### config.mk
export PLATFORM = sky130hd
export DESIGN_NAME = sbrc_exec
export DESIGN_NICKNAME = d
export VERILOG_FILES = /design/src/hw/rtl/sbrc_pkg.sv /design/src/hw/rtl/sbrc_exec.sv
export SDC_FILE = /design/constraint.sdc
export NUM_CORES = 1
export LEC_CHECK = 0
export BUFFER_PORTS_ARGS = -buffer_cell sky130_fd_sc_hd__clkbuf_2
export CAP_MARGIN = 30
export CORE_MARGIN = 2
export CORE_UTILIZATION = 40
export DETAILED_ROUTE_END_ITERATION = 16
export GPL_ROUTABILITY_DRIVEN = 0
export PLACE_DENSITY_LB_ADDON = 0.2
export SYNTH_ARGS = -nofsm -noshare
export SYNTH_HDL_FRONTEND = slang
export SYNTH_SLANG_ARGS = --single-unit
### constraint.sdc
create_clock -name vclk -period 6
set_input_delay 0.3 -clock vclk [all_inputs]
set_output_delay 0.3 -clock vclk [all_outputs]
set_load 0.1 [all_outputs]
### src/hw/rtl/sbrc_pkg.sv
// Shared types and constants for the sixteen-bit RISC core step block.
package sbrc_pkg;

  localparam int unsigned XLEN = 16;
  localparam int unsigned ALEN = 13;
  localparam int unsigned RIDX = 3;

  localparam logic OP_LOAD = 1'b0;
  localparam logic OP_STEP = 1'b1;

  localparam logic [3:0] FN_ADD = 4'd0;
  localparam logic [3:0] FN_SUB = 4'd1;
  localparam logic [3:0] FN_OR  = 4'd2;
  localparam logic [3:0] FN_AND = 4'd3;
  localparam logic [3:0] FN_SLT = 4'd4;
  localparam logic [3:0] FN_JR  = 4'd8;

  localparam logic [RIDX-1:0] LINK_REG = 3'd7;

  typedef enum logic [2:0] {
    OPC_ALU  = 3'd0,
    OPC_ADDI = 3'd1,
    OPC_J    = 3'd2,
    OPC_JAL  = 3'd3,
    OPC_LW   = 3'd4,
    OPC_SW   = 3'd5,
    OPC_JEQ  = 3'd6,
    OPC_SLTI = 3'd7
  } opc_e;

  typedef enum logic [1:0] {
    ST_IDLE   = 2'd0,
    ST_DECODE = 2'd1,
    ST_EXEC   = 2'd2,
    ST_LWB    = 2'd3
  } state_e;

  typedef struct packed {
    logic            op;
    logic [ALEN-1:0] load_address;
    logic [XLEN-1:0] load_data;
  } req_t;

  typedef struct packed {
    logic [XLEN-1:0] next_pc;
    logic            halted;
    logic            reg_written;
    logic [RIDX-1:0] reg_index;
    logic [XLEN-1:0] reg_value;
    logic            mem_written;
    logic [ALEN-1:0] mem_address;
    logic [XLEN-1:0] mem_value;
  } rsp_t;

  // Decoded and evaluated instruction, passed from the execute unit.
  typedef struct packed {
    logic [XLEN-1:0] npc;
    logic            reg_we;
    logic [RIDX-1:0] dst;
    logic [XLEN-1:0] val;
    logic            is_lw;
    logic            is_sw;
    logic [ALEN-1:0] daddr;
    logic [XLEN-1:0] sdata;
  } exec_t;

endpackage

### src/hw/rtl/sbrc_exec.sv
// Execute unit: decodes one instruction and computes next pc, write-back and data address.
module sbrc_exec (
  input  logic [sbrc_pkg::XLEN-1:0] ir_i,
  input  logic [sbrc_pkg::XLEN-1:0] pc_i,
  input  logic [sbrc_pkg::XLEN-1:0] va_i,
  input  logic [sbrc_pkg::XLEN-1:0] vb_i,
  output sbrc_pkg::exec_t           ex_o
);

  sbrc_pkg::opc_e            opc;
  logic [sbrc_pkg::RIDX-1:0] rb;
  logic [sbrc_pkg::RIDX-1:0] rc;
  logic [3:0]                fn;
  logic [sbrc_pkg::XLEN-1:0] imm7;
  logic [sbrc_pkg::XLEN-1:0] imm13;
  logic [sbrc_pkg::XLEN-1:0] pc1;
  logic [sbrc_pkg::XLEN-1:0] asum;
  logic                      wr;
  logic [sbrc_pkg::RIDX-1:0] dst;
  logic [sbrc_pkg::XLEN-1:0] val;
  logic [sbrc_pkg::XLEN-1:0] npc;

  assign opc   = sbrc_pkg::opc_e'(ir_i[15:13]);
  assign rb    = ir_i[9:7];
  assign rc    = ir_i[6:4];
  assign fn    = ir_i[3:0];
  assign imm7  = {{(sbrc_pkg::XLEN-7){ir_i[6]}}, ir_i[6:0]};
  assign imm13 = {{(sbrc_pkg::XLEN-sbrc_pkg::ALEN){1'b0}}, ir_i[sbrc_pkg::ALEN-1:0]};
  assign pc1   = pc_i + 1'b1;
  assign asum  = va_i + imm7;

  always_comb begin
    wr  = 1'b0;
    dst = '0;
    val = '0;
    npc = pc1;
    unique case (opc)
      sbrc_pkg::OPC_ALU: begin
        priority case (fn)
          sbrc_pkg::FN_ADD: begin wr = 1'b1; dst = rc; val = va_i + vb_i; end
          sbrc_pkg::FN_SUB: begin wr = 1'b1; dst = rc; val = va_i - vb_i; end
          sbrc_pkg::FN_OR:  begin wr = 1'b1; dst = rc; val = va_i | vb_i; end
          sbrc_pkg::FN_AND: begin wr = 1'b1; dst = rc; val = va_i & vb_i; end
          sbrc_pkg::FN_SLT: begin
            wr  = 1'b1;
            dst = rc;
            val = {{(sbrc_pkg::XLEN-1){1'b0}}, (va_i < vb_i)};
          end
          sbrc_pkg::FN_JR:  npc = va_i;
          default: ;  // Undefined function codes only advance the pc.
        endcase
      end
      sbrc_pkg::OPC_ADDI: begin wr = 1'b1; dst = rb; val = asum; end
      sbrc_pkg::OPC_J:    npc = imm13;
      sbrc_pkg::OPC_JAL:  begin wr = 1'b1; dst = sbrc_pkg::LINK_REG; val = pc1; npc = imm13; end
      sbrc_pkg::OPC_LW:   begin wr = 1'b1; dst = rb; end
      sbrc_pkg::OPC_SW:   ;
      sbrc_pkg::OPC_JEQ:  begin
        if (va_i == vb_i) begin
          npc = pc1 + imm7;
        end
      end
      sbrc_pkg::OPC_SLTI: begin
        wr  = 1'b1;
        dst = rb;
        val = {{(sbrc_pkg::XLEN-1){1'b0}}, (va_i < imm7)};
      end
    endcase
  end

  // Writes aimed at register zero are dropped here, once for all opcodes.
  assign ex_o.npc    = npc;
  assign ex_o.reg_we = wr && (dst != '0);
  assign ex_o.dst    = dst;
  assign ex_o.val    = val;
  assign ex_o.is_lw  = (opc == sbrc_pkg::OPC_LW);
  assign ex_o.is_sw  = (opc == sbrc_pkg::OPC_SW);
  assign ex_o.daddr  = asum[sbrc_pkg::ALEN-1:0];
  assign ex_o.sdata  = vb_i;

endmodule

==> reports/results.md <==
| Quantity | This run |
| --- | --- |
| Global Route met3 Usage | 0.004634 |
| Iter 0 DRT Violations | 434 |
| XOR/XNOR Fraction of Synth Area | 0.08040 |
| Syn_nets | 909 |
| Commonest non-fill, non-tap cell in the layout | clkbuf_2 |
| Antenna Cells | 0 |
| Filler cell count | 1344 |
| Mapped Area | 5120 um^2 |
| Ranking of synthesized cells by area | ha_1, o21ai_0, inv_1, xnor2_1, nor2_1 |
| Count of TritonRoute iterations in the first routing pass | 5 |
| Critical path buffer and inverter count | 3 |
| Met2 global-route usage | 0.4378 |
| Worst vdd ir | 0.00009369 V |
| Via total after detailed routing | 5835 |
| Fin Hold WS | 1061 ps |
| Reported leakage power | 0.002908 uW |
| Relative max-transition margin | 0.3707 |
| Worst setup path class | input port to primary output |
| Antenna Nets Post-Route | 0 |
| Via/cell ratio | 5.794 |
| Post-route total power | 862.5 uW |
| Final setup violation count | 0 |
| Share of Yosys cell area claimed by the top area cell type | 0.2419 |
| Most frequent cells in the layout | clkbuf_2, ha_1, inv_1 |
| Core region area | 12570 um^2 |
| Number of nets in the finished design | 1004 |
| Outcome | completed |
| Starting density of the core | 0.4074 |
| Horizontal die dimension | 117.1 um |
| Total global routing overflow | 0 |
| Crit share post-route | 0.6747 |
| Share of the yosys chip area belonging to registers | 0 |
| FF+latch area | 0 um^2 |
| Post-synthesis to final-layout area growth | 13.03% |
| Endpoint kind of the worst setup timing path | primary output |
| Minimum clock period | 4048 ps |
| Vias in the first global route | 5355 |
| Endpoint arrival time on the critical path | 3750 ps |
| Worst path required time | 5700 ps |
| Routed wire per std cell | 17.38 um |
| Slowest library cell on the worst path | clkbuf_2 |
| Total of clock buffers placed in the layout | 0 |
| Actual slew at the worst max-slew pin | 940.5 ps |
| Mux contribution to synthesized area | 0.01833 |
| Detailed placement HPWL | 14.52 mm |
| Setup repair after global routing missed its margin | no |
| Fin. Hold Viols | 0 |
| Dominant delay contributor by cell family on the critical path | compound AO/OA/AOI/OAI gates |
| Buffers inserted during post-CTS setup optimization | 0 |
| First-pass GRT wire length | 27.65 mm |
| Fmax | 247.0 MHz |
| Crit path largest cell delay | 490 ps |
| Dominant combinational cell family by area after synthesis | compound AO/OA/AOI/OAI gates |
| Post-synthesis cell count | 742 |
| Area occupied by multi-input gates | 4604 um^2 |
| Met1 GRT Util | 0.3610 |
| WL final | 17.51 mm |
| Number of different library cells in the post-synthesis netlist | 74 |
| Post-cts gate resize count | 0 |
| Worst-path maximum fanout | 29 |
| Die span in y | 117.1 um |
| Number of antenna violations at the first check in global routing | 0 |
| Input/output buffers | 131 |
| Layout cells sized above 1 | 0.1868 |
| All-layer global routing usage | 0.2524 |
| Simple-gate share of the synthesized area | 0.2116 |
| Synthesized-area fraction occupied by ao, oa, aoi and oai cells | 0.3314 |
| Maximum number of pins on one net before global-route repair | 30 |
| Startpoint kind of the worst setup timing path | input port |
| PwrDens | 149.0 nW/um^2 |
| Top-level I/O count | 131 |
| Sequential cell count | 0 |
| Die ar. | 13720 um^2 |
| Busiest metal layer after global routing | met2 |
| Synthesized area per cell | 6.900 um^2 |
| Final core area utilization | 0.4604 |
| Cell-by-cell trace of the critical path | clkbuf_2 -> ha_1 -> inv_1 -> fa_1 -> nor2b_1 -> o21ai_0 -> a21oi_1 -> o2111ai_1 -> a21boi_0 -> nor3_1 -> o2111a_1 -> nor3_1 -> clkbuf_2 |
| Total of warnings raised by yosys | 0 |
| Setup TNS | 0 ps |
| Adder and majority gate portion of the synthesized area | 0.2576 |
| Number of buffers added to fix hold violations after cts | 0 |
| DRC Markers | 0 |
| Type of the tightest min-delay check | input port to primary output |
| # Max-Cap Violations | 0 |
| Row cnt | 41 |
| Number of slew-limit violations in the final report | 0 |
| Library cell with the largest summed area after synthesis | ha_1 |
-- per-layer routing --
layer / share of wire / vias to the layer above
li1: - / 2885
met1: 0.46 / 2717
met2: 0.46 / 217
met3: 0.059 / 16
met4: 0.013 / 0
met5: 0 / -
-- cell families after synthesis --
group | count (synthesis)
xor gates and xnor gates | 47
muxes | 9
and+or+nand+nor | 221
buffers and inverters | 118
adders and majority gates | 103
AOI/OAI and AO/OA | 244
-- cells in the mapped netlist, drive strengths merged, types with 3 or more instances --
library cell,instances
nand2b,8
o211ai,5
fa,4
mux2i,6
a211oi,10
ha,99
a31oi,3
nor2,63
nor2b,13
clkbuf,20
xnor2,28
o21bai,9
nor4,6
and3,14
nand4,5
inv,76
a221oi,11
o221ai,3
o31ai,5
o22ai,3
or4,4
buf,21
o21ai,70
and2,3
nor3,16
or3,8
o21a,8
a222oi,16
a221o,4
a21oi,47
a2111oi,3
xor2,19
nand2,51
mux2,3
nand3,23
a211o,3
a22oi,9
a21o,16
-- stage by stage --
stage | instance area (um^2) | worst slack (ps) | std cells
2_1_floorplan | 5120 | 1201 | 742
3_3_place_gp | 5787 | 1982 | 1007
3_5_place_dp | 5787 | 1988 | 1007
4_1_cts | 5787 | 1984 | 1007
5_1_grt | 5787 | 1608 | 1007
6_report | 5787 | 1952 | 1007
-- power by group --
group / leakage (uW) / switching [uW] / internal [uW] / total (uW)
Sequential: 0 / 0 / 0 / 0
Clock: 0 / 0 / 0 / 0
Combinational: 0.00291 / 648 / 214 / 862
-- final timing paths --
kind / startpoint / endpoint / slack [ps] / depth (start not counted)
min: vb_i[14] / ex_o[14] / 1060 / 2
max: ir_i[0] / ex_o[63] / 1950 / 13
-- final cells by class --
| cell class | count | area share |
|---|---|---|
| Timing Repair Buffer | 134 | 0.1172 |
| Multi-Input combinational cell | 624 | 0.7957 |
| Tap cell | 172 | 0.03719 |
| Inverter | 77 | 0.04995 |
Power figures use the tool's default switching activity.
