File: src/hw/rtl/sbrc_pkg.sv
// Shared types and constants for the sixteen-bit RISC core step block.
package sbrc_pkg;

  localparam int unsigned XLEN = 16;
  localparam int unsigned ALEN = 13;
  localparam int unsigned RIDX = 3;

  localparam logic OP_LOAD = 1'b0;
  localparam logic OP_STEP = 1'b1;

  localparam logic [3:0] FN_ADD = 4'd0;
  localparam logic [3:0] FN_SUB = 4'd1;
  localparam logic [3:0] FN_OR  = 4'd2;
  localparam logic [3:0] FN_AND = 4'd3;
  localparam logic [3:0] FN_SLT = 4'd4;
  localparam logic [3:0] FN_JR  = 4'd8;

  localparam logic [RIDX-1:0] LINK_REG = 3'd7;

  typedef enum logic [2:0] {
    OPC_ALU  = 3'd0,
    OPC_ADDI = 3'd1,
    OPC_J    = 3'd2,
    OPC_JAL  = 3'd3,
    OPC_LW   = 3'd4,
    OPC_SW   = 3'd5,
    OPC_JEQ  = 3'd6,
    OPC_SLTI = 3'd7
  } opc_e;

  typedef enum logic [1:0] {
    ST_IDLE   = 2'd0,
    ST_DECODE = 2'd1,
    ST_EXEC   = 2'd2,
    ST_LWB    = 2'd3
  } state_e;

  typedef struct packed {
    logic            op;
    logic [ALEN-1:0] load_address;
    logic [XLEN-1:0] load_data;
  } req_t;

  typedef struct packed {
    logic [XLEN-1:0] next_pc;
    logic            halted;
    logic            reg_written;
    logic [RIDX-1:0] reg_index;
    logic [XLEN-1:0] reg_value;
    logic            mem_written;
    logic [ALEN-1:0] mem_address;
    logic [XLEN-1:0] mem_value;
  } rsp_t;

  // Decoded and evaluated instruction, passed from the execute unit.
  typedef struct packed {
    logic [XLEN-1:0] npc;
    logic            reg_we;
    logic [RIDX-1:0] dst;
    logic [XLEN-1:0] val;
    logic            is_lw;
    logic            is_sw;
    logic [ALEN-1:0] daddr;
    logic [XLEN-1:0] sdata;
  } exec_t;

endpackage

File: src/hw/rtl/sbrc_regfile.sv
// Register file: eight words with two registered read ports and per-entry valid bits.
module sbrc_regfile (
  input  logic                      clk_i,
  input  logic                      rst_ni,
  input  logic                      we_i,
  input  logic [sbrc_pkg::RIDX-1:0] waddr_i,
  input  logic [sbrc_pkg::XLEN-1:0] wdata_i,
  input  logic                      re_i,
  input  logic [sbrc_pkg::RIDX-1:0] raddr_a_i,
  input  logic [sbrc_pkg::RIDX-1:0] raddr_b_i,
  output logic [sbrc_pkg::XLEN-1:0] rdata_a_o,
  output logic [sbrc_pkg::XLEN-1:0] rdata_b_o
);

  localparam int unsigned NREG = 2 ** sbrc_pkg::RIDX;

  logic [sbrc_pkg::XLEN-1:0] rf_q [NREG];
  logic [NREG-1:0]           vld_q;
  logic [sbrc_pkg::XLEN-1:0] rd_a_q;
  logic [sbrc_pkg::XLEN-1:0] rd_b_q;
  logic                      vld_a_q;
  logic                      vld_b_q;

  // An entry never written since reset reads as zero.
  always_ff @(posedge clk_i or negedge rst_ni) begin
    if (!rst_ni) begin
      vld_q   <= '0;
      vld_a_q <= 1'b0;
      vld_b_q <= 1'b0;
    end else begin
      if (we_i) begin
        vld_q[waddr_i] <= 1'b1;
      end
      if (re_i) begin
        vld_a_q <= vld_q[raddr_a_i];
        vld_b_q <= vld_q[raddr_b_i];
      end
    end
  end

  always_ff @(posedge clk_i) begin
    if (we_i) begin
      rf_q[waddr_i] <= wdata_i;
    end
    if (re_i) begin
      rd_a_q <= rf_q[raddr_a_i];
      rd_b_q <= rf_q[raddr_b_i];
    end
  end

  assign rdata_a_o = vld_a_q ? rd_a_q : '0;
  assign rdata_b_o = vld_b_q ? rd_b_q : '0;

endmodule

File: config.mk
export PLATFORM = sky130hd
export DESIGN_NAME = sbrc_regfile
export DESIGN_NICKNAME = d
export VERILOG_FILES = /design/src/hw/rtl/sbrc_pkg.sv /design/src/hw/rtl/sbrc_regfile.sv
export SDC_FILE = /design/constraint.sdc
export NUM_CORES = 1
export LEC_CHECK = 0
export BUFFER_PORTS_ARGS = -buffer_cell sky130_fd_sc_hd__buf_2
export CAP_MARGIN = 25
export CORE_MARGIN = 5
export CORE_UTILIZATION = 40
export CTS_BUF_LIST = sky130_fd_sc_hd__clkbuf_8
export DETAILED_ROUTE_END_ITERATION = 8
export GPL_TIMING_DRIVEN = 1
export PLACE_DENSITY_LB_ADDON = 0.15
export SYNTH_ARGS = -nofsm -noshare
export SYNTH_HDL_FRONTEND = slang
export SYNTH_SLANG_ARGS = --single-unit
File: constraint.sdc
create_clock -name clk_i -period 1.5 [get_ports clk_i]
set_input_delay 0.075 -clock clk_i [delete_from_list [all_inputs] [get_ports clk_i]]
set_output_delay 0.075 -clock clk_i [all_outputs]
set_load 0.05 [all_outputs]
==> impl_metrics.json <==
{
  "fin_cells": 729,
  "netlist_instances": 355,
  "placed_cells": 680,
  "grt.overflow.total": 0,
  "route.vias.total": 3854,
  "core_region_area_mm2": 0.0188,
  "part_of_the_power_in_the_clock_network": 0.293,
  "routed_wl_um": 16800,
  "ioPinCount": 61,
  "tritoncts.num_buffers": 17,
  "synth.yosys.seq_area_share": 0.656,
  "max-cap-violations": 0,
  "starting_density_of_the_core": 0.409,
  "slew_headroom": 0.833,
  "leakage_nw": 3.40,
  "clkSlewWorstSetupHoldPaths_ps": 80,
  "power_spent_charging_and_discharging_nets_mw": 2.45,
  "crit_fanout": 5,
  "setup.worst_path.start_class": "register",
  "clock_sinks": 170,
  "syn_area_per_cell_um2": 21.7,
  "regToRegEndpoint": "rd_a_q[2]",
  "min_period_over_period": 0.975,
  "grt_setup_unrepaired": "yes",
  "final_antenna_net_count": 0,
  "ys_types": 17,
  "worst-r2r-setup-slack_ps": 60,
  "max_freq_mhz": 683,
  "finalSetupViolations": 0,
  "clock_tree_buf_depth": 2,
  "switching_share": 0.243,
  "critical_path_arrival_ps": 1390,
  "final_design_area_no_fill_mm2": 0.00944,
  "antenna_cells": 0,
  "final.setup_skew_ps": 7.48,
  "synthDominantAreaCellType": "sky130_fd_sc_hd__edfxtp_1",
  "timing.reg2reg.worst_path_depth": 2,
  "outcome": "complete, no violations",
  "placement_stage_cell_area_mm2": 0.00860,
  "drive_above_1_share": 0.380,
  "nNetsFinal": 486,
  "required_time_of_the_critical_path_ps": 1420,
  "hold_ws_ps": 54.1,
  "critPathCaptureType": "primary output",
  "synth_area_leaders": "sky130_fd_sc_hd__edfxtp_1 62%, sky130_fd_sc_hd__mux4_1 22%, sky130_fd_sc_hd__mux2_2 4.7%",
  "area_added_between_synthesis_and_finish_pct": 22.5,
  "cts.root.buffer_cell": "sky130_fd_sc_hd__clkbuf_8",
  "cts_tree": "built",
  "htreeDepth": 4,
  "detailed_route_wire_length_per_cell_um": 23.0,
  "dp.final_hpwl_um": 10000,
  "synthesis.area_mm2": 0.00771,
  "worst_hold_class": "in -> async",
  "detailedRoute.firstIterationViolations": 208,
  "wire_length_of_the_first_global_routing_pass_um": 25200,
  "port_buffers": 60,
  "peakVddDrop_v": 0.000591,
  "finalPower_mw": 10.1,
  "total_routing_usage_gr": 0.160,
  "first_pass_iters": 4,
  "grt_start_max_net_pins": 35,
  "grt_antenna_before_repair": 0,
  "finalWorstPathRequiredPeriod_ps": 1460,
  "dieArea_mm2": 0.0221,
  "rows": 50,
  "dieWidth_um": 149,
  "clkLatencyLatePin_ps": 440,
  "vias_in_the_first_global_route": 4253,
  "timing_worst_setup_path_type": "reg -> out",
  "drc": 0,
  "vias_per_cell": 5.29,
  "floorplan.die.height_um": 149,
  "synth_nets": 384,
  "detailedPlace.worstSlack_ps": -78.0,
  "ys_seq_elements": 170,
  "timing.rr.start": "rf_q[1][2]",
  "gp_congestion": 0.703,
  "power_frac_comb": 0.160,
  "powerDensity_mw_per_mm2": 1070,
  "cellInternalPower_mw": 7.61,
  "post-cts-setup-buffers": 0,
  "transition_time_at_the_pin_with_the_least_slew_margin_ps": 250,
  "fin_ws_ps": 36.9,
  "finalMaxSlewViolations": 0,
  "hold_violations_final": 0,
  "fraction_of_power_consumed_by_sequential_logic": 0.547,
  "yosys.area.top_type_share": 0.623,
  "count_of_warnings_emitted_by_yosys": 0
}
## sequential cells by signal, indices dropped and copies added (netlist names)
register	cells
rd_a_q	16
rd_b_q	16
rf_q	128
vld_a_q	1
vld_b_q	1
vld_q	8
## worst max-delay path: stages (launching register included)
cell	delay [ps]
sky130_fd_sc_hd__dfrtp_2	480
sky130_fd_sc_hd__buf_6	170
sky130_fd_sc_hd__and2_4	140
sky130_fd_sc_hd__buf_8	140
## power by group through the flow
stage	logic (mW)	registers (mW)	clock network [mW]
3_5_place_dp	1.34	5.60	0
6_report	1.61	5.50	2.95
3_3_place_gp	1.32	5.59	0
5_1_grt	1.70	5.52	3.29
4_1_cts	1.53	5.50	3.03
2_1_floorplan	0.913	5.57	0
## layer usage
| layer | up-vias | wire [um] | GRT usage |
|---|---|---|---|
| met4 | 0 | 225 | 0.0462 |
| li1 | 1737 | - | - |
| met2 | 65 | 8940 | 0.282 |
| met5 | - | 0 | 0 |
| met1 | 2035 | 7060 | 0.199 |
| met3 | 17 | 523 | 0.0340 |
## logic make-up after synthesis
kind of cell	synth area share
buf+inv	0.0205
flops	0.656
mux	0.284
simple gates	0.0401
## through the flow
step,utilization,setup TNS (ps)
global placement,0.457,-1170
detailed placement,0.457,-1320
floorplan,-,0
finish,0.501,0
global route,0.501,-358
CTS,0.494,-57.3
## final cells by class
class | count | area, um2
fillers | 1560 | 9390
inverters | 2 | 7.51
flip-flops and latches | 170 | 5060
clock inverters | 14 | 115
clock buffers | 17 | 234
multi-input cells | 161 | 2560
well taps | 260 | 325
repair buffers | 105 | 1140
## repair_timing
item | 4_1_cts | 5_1_grt
setup endpoints to repair | 27 | 30
gates cloned | 1 | 0
resized for setup | 64 | 40
hold buffers | 17 | 0
hold endpoints to repair | 138 | 0
## how the worst max path moves through the flow
stage            startpoint            end  slack (ps)  depth (start not counted)
4_1_cts             vld_b_q   rdata_b_o[6]         -20                          3
2_1_floorplan  raddr_a_i[1]      rd_a_q[0]          80                          4
3_5_place_dp   raddr_a_i[0]     rd_a_q[13]         -80                          4
3_3_place_gp   raddr_a_i[0]     rd_a_q[15]         -60                          4
6_report            vld_b_q  rdata_b_o[11]          40                          3
5_1_grt             vld_b_q  rdata_b_o[11]         -30                          3
## cells in the mapped netlist
cell,count
sky130_fd_sc_hd__mux2i_1,10
sky130_fd_sc_hd__buf_8,2
sky130_fd_sc_hd__mux4_1,64
sky130_fd_sc_hd__nor2_1,6
sky130_fd_sc_hd__mux4_2,2
sky130_fd_sc_hd__buf_1,1
sky130_fd_sc_hd__clkbuf_1,13
sky130_fd_sc_hd__nand2_1,2
sky130_fd_sc_hd__nor3_1,2
sky130_fd_sc_hd__mux2_2,32
sky130_fd_sc_hd__or2_2,8
sky130_fd_sc_hd__dfrtp_1,10
sky130_fd_sc_hd__inv_1,2
sky130_fd_sc_hd__edfxtp_1,160
sky130_fd_sc_hd__nand2b_1,3
sky130_fd_sc_hd__buf_6,6
sky130_fd_sc_hd__and2_1,32
## layout by cell type (no fill, tap or decap)
master                          instances
sky130_fd_sc_hd__buf_6                 21
sky130_fd_sc_hd__dfrtp_2                1
sky130_fd_sc_hd__clkinv_4               1
sky130_fd_sc_hd__buf_4                  9
sky130_fd_sc_hd__mux4_1                64
sky130_fd_sc_hd__or2_2                  8
sky130_fd_sc_hd__clkinv_1               5
sky130_fd_sc_hd__bufinv_16              2
sky130_fd_sc_hd__buf_12                16
sky130_fd_sc_hd__nand2_1                2
sky130_fd_sc_hd__nor2_1                 6
sky130_fd_sc_hd__mux4_2                 2
sky130_fd_sc_hd__inv_1                  4
sky130_fd_sc_hd__buf_8                 14
sky130_fd_sc_hd__mux2i_1               10
sky130_fd_sc_hd__clkinv_2               4
sky130_fd_sc_hd__and2_1                11
sky130_fd_sc_hd__buf_2                 28
sky130_fd_sc_hd__nand2b_1               3
sky130_fd_sc_hd__clkbuf_8              17
sky130_fd_sc_hd__edfxtp_1             160
sky130_fd_sc_hd__nor3_2                 2
sky130_fd_sc_hd__mux2_2                32
sky130_fd_sc_hd__dfrtp_1                9
sky130_fd_sc_hd__dlygate4sd3_1         17
sky130_fd_sc_hd__and2_4                21
No activity file was read; power rests on OpenSTA's default activity.
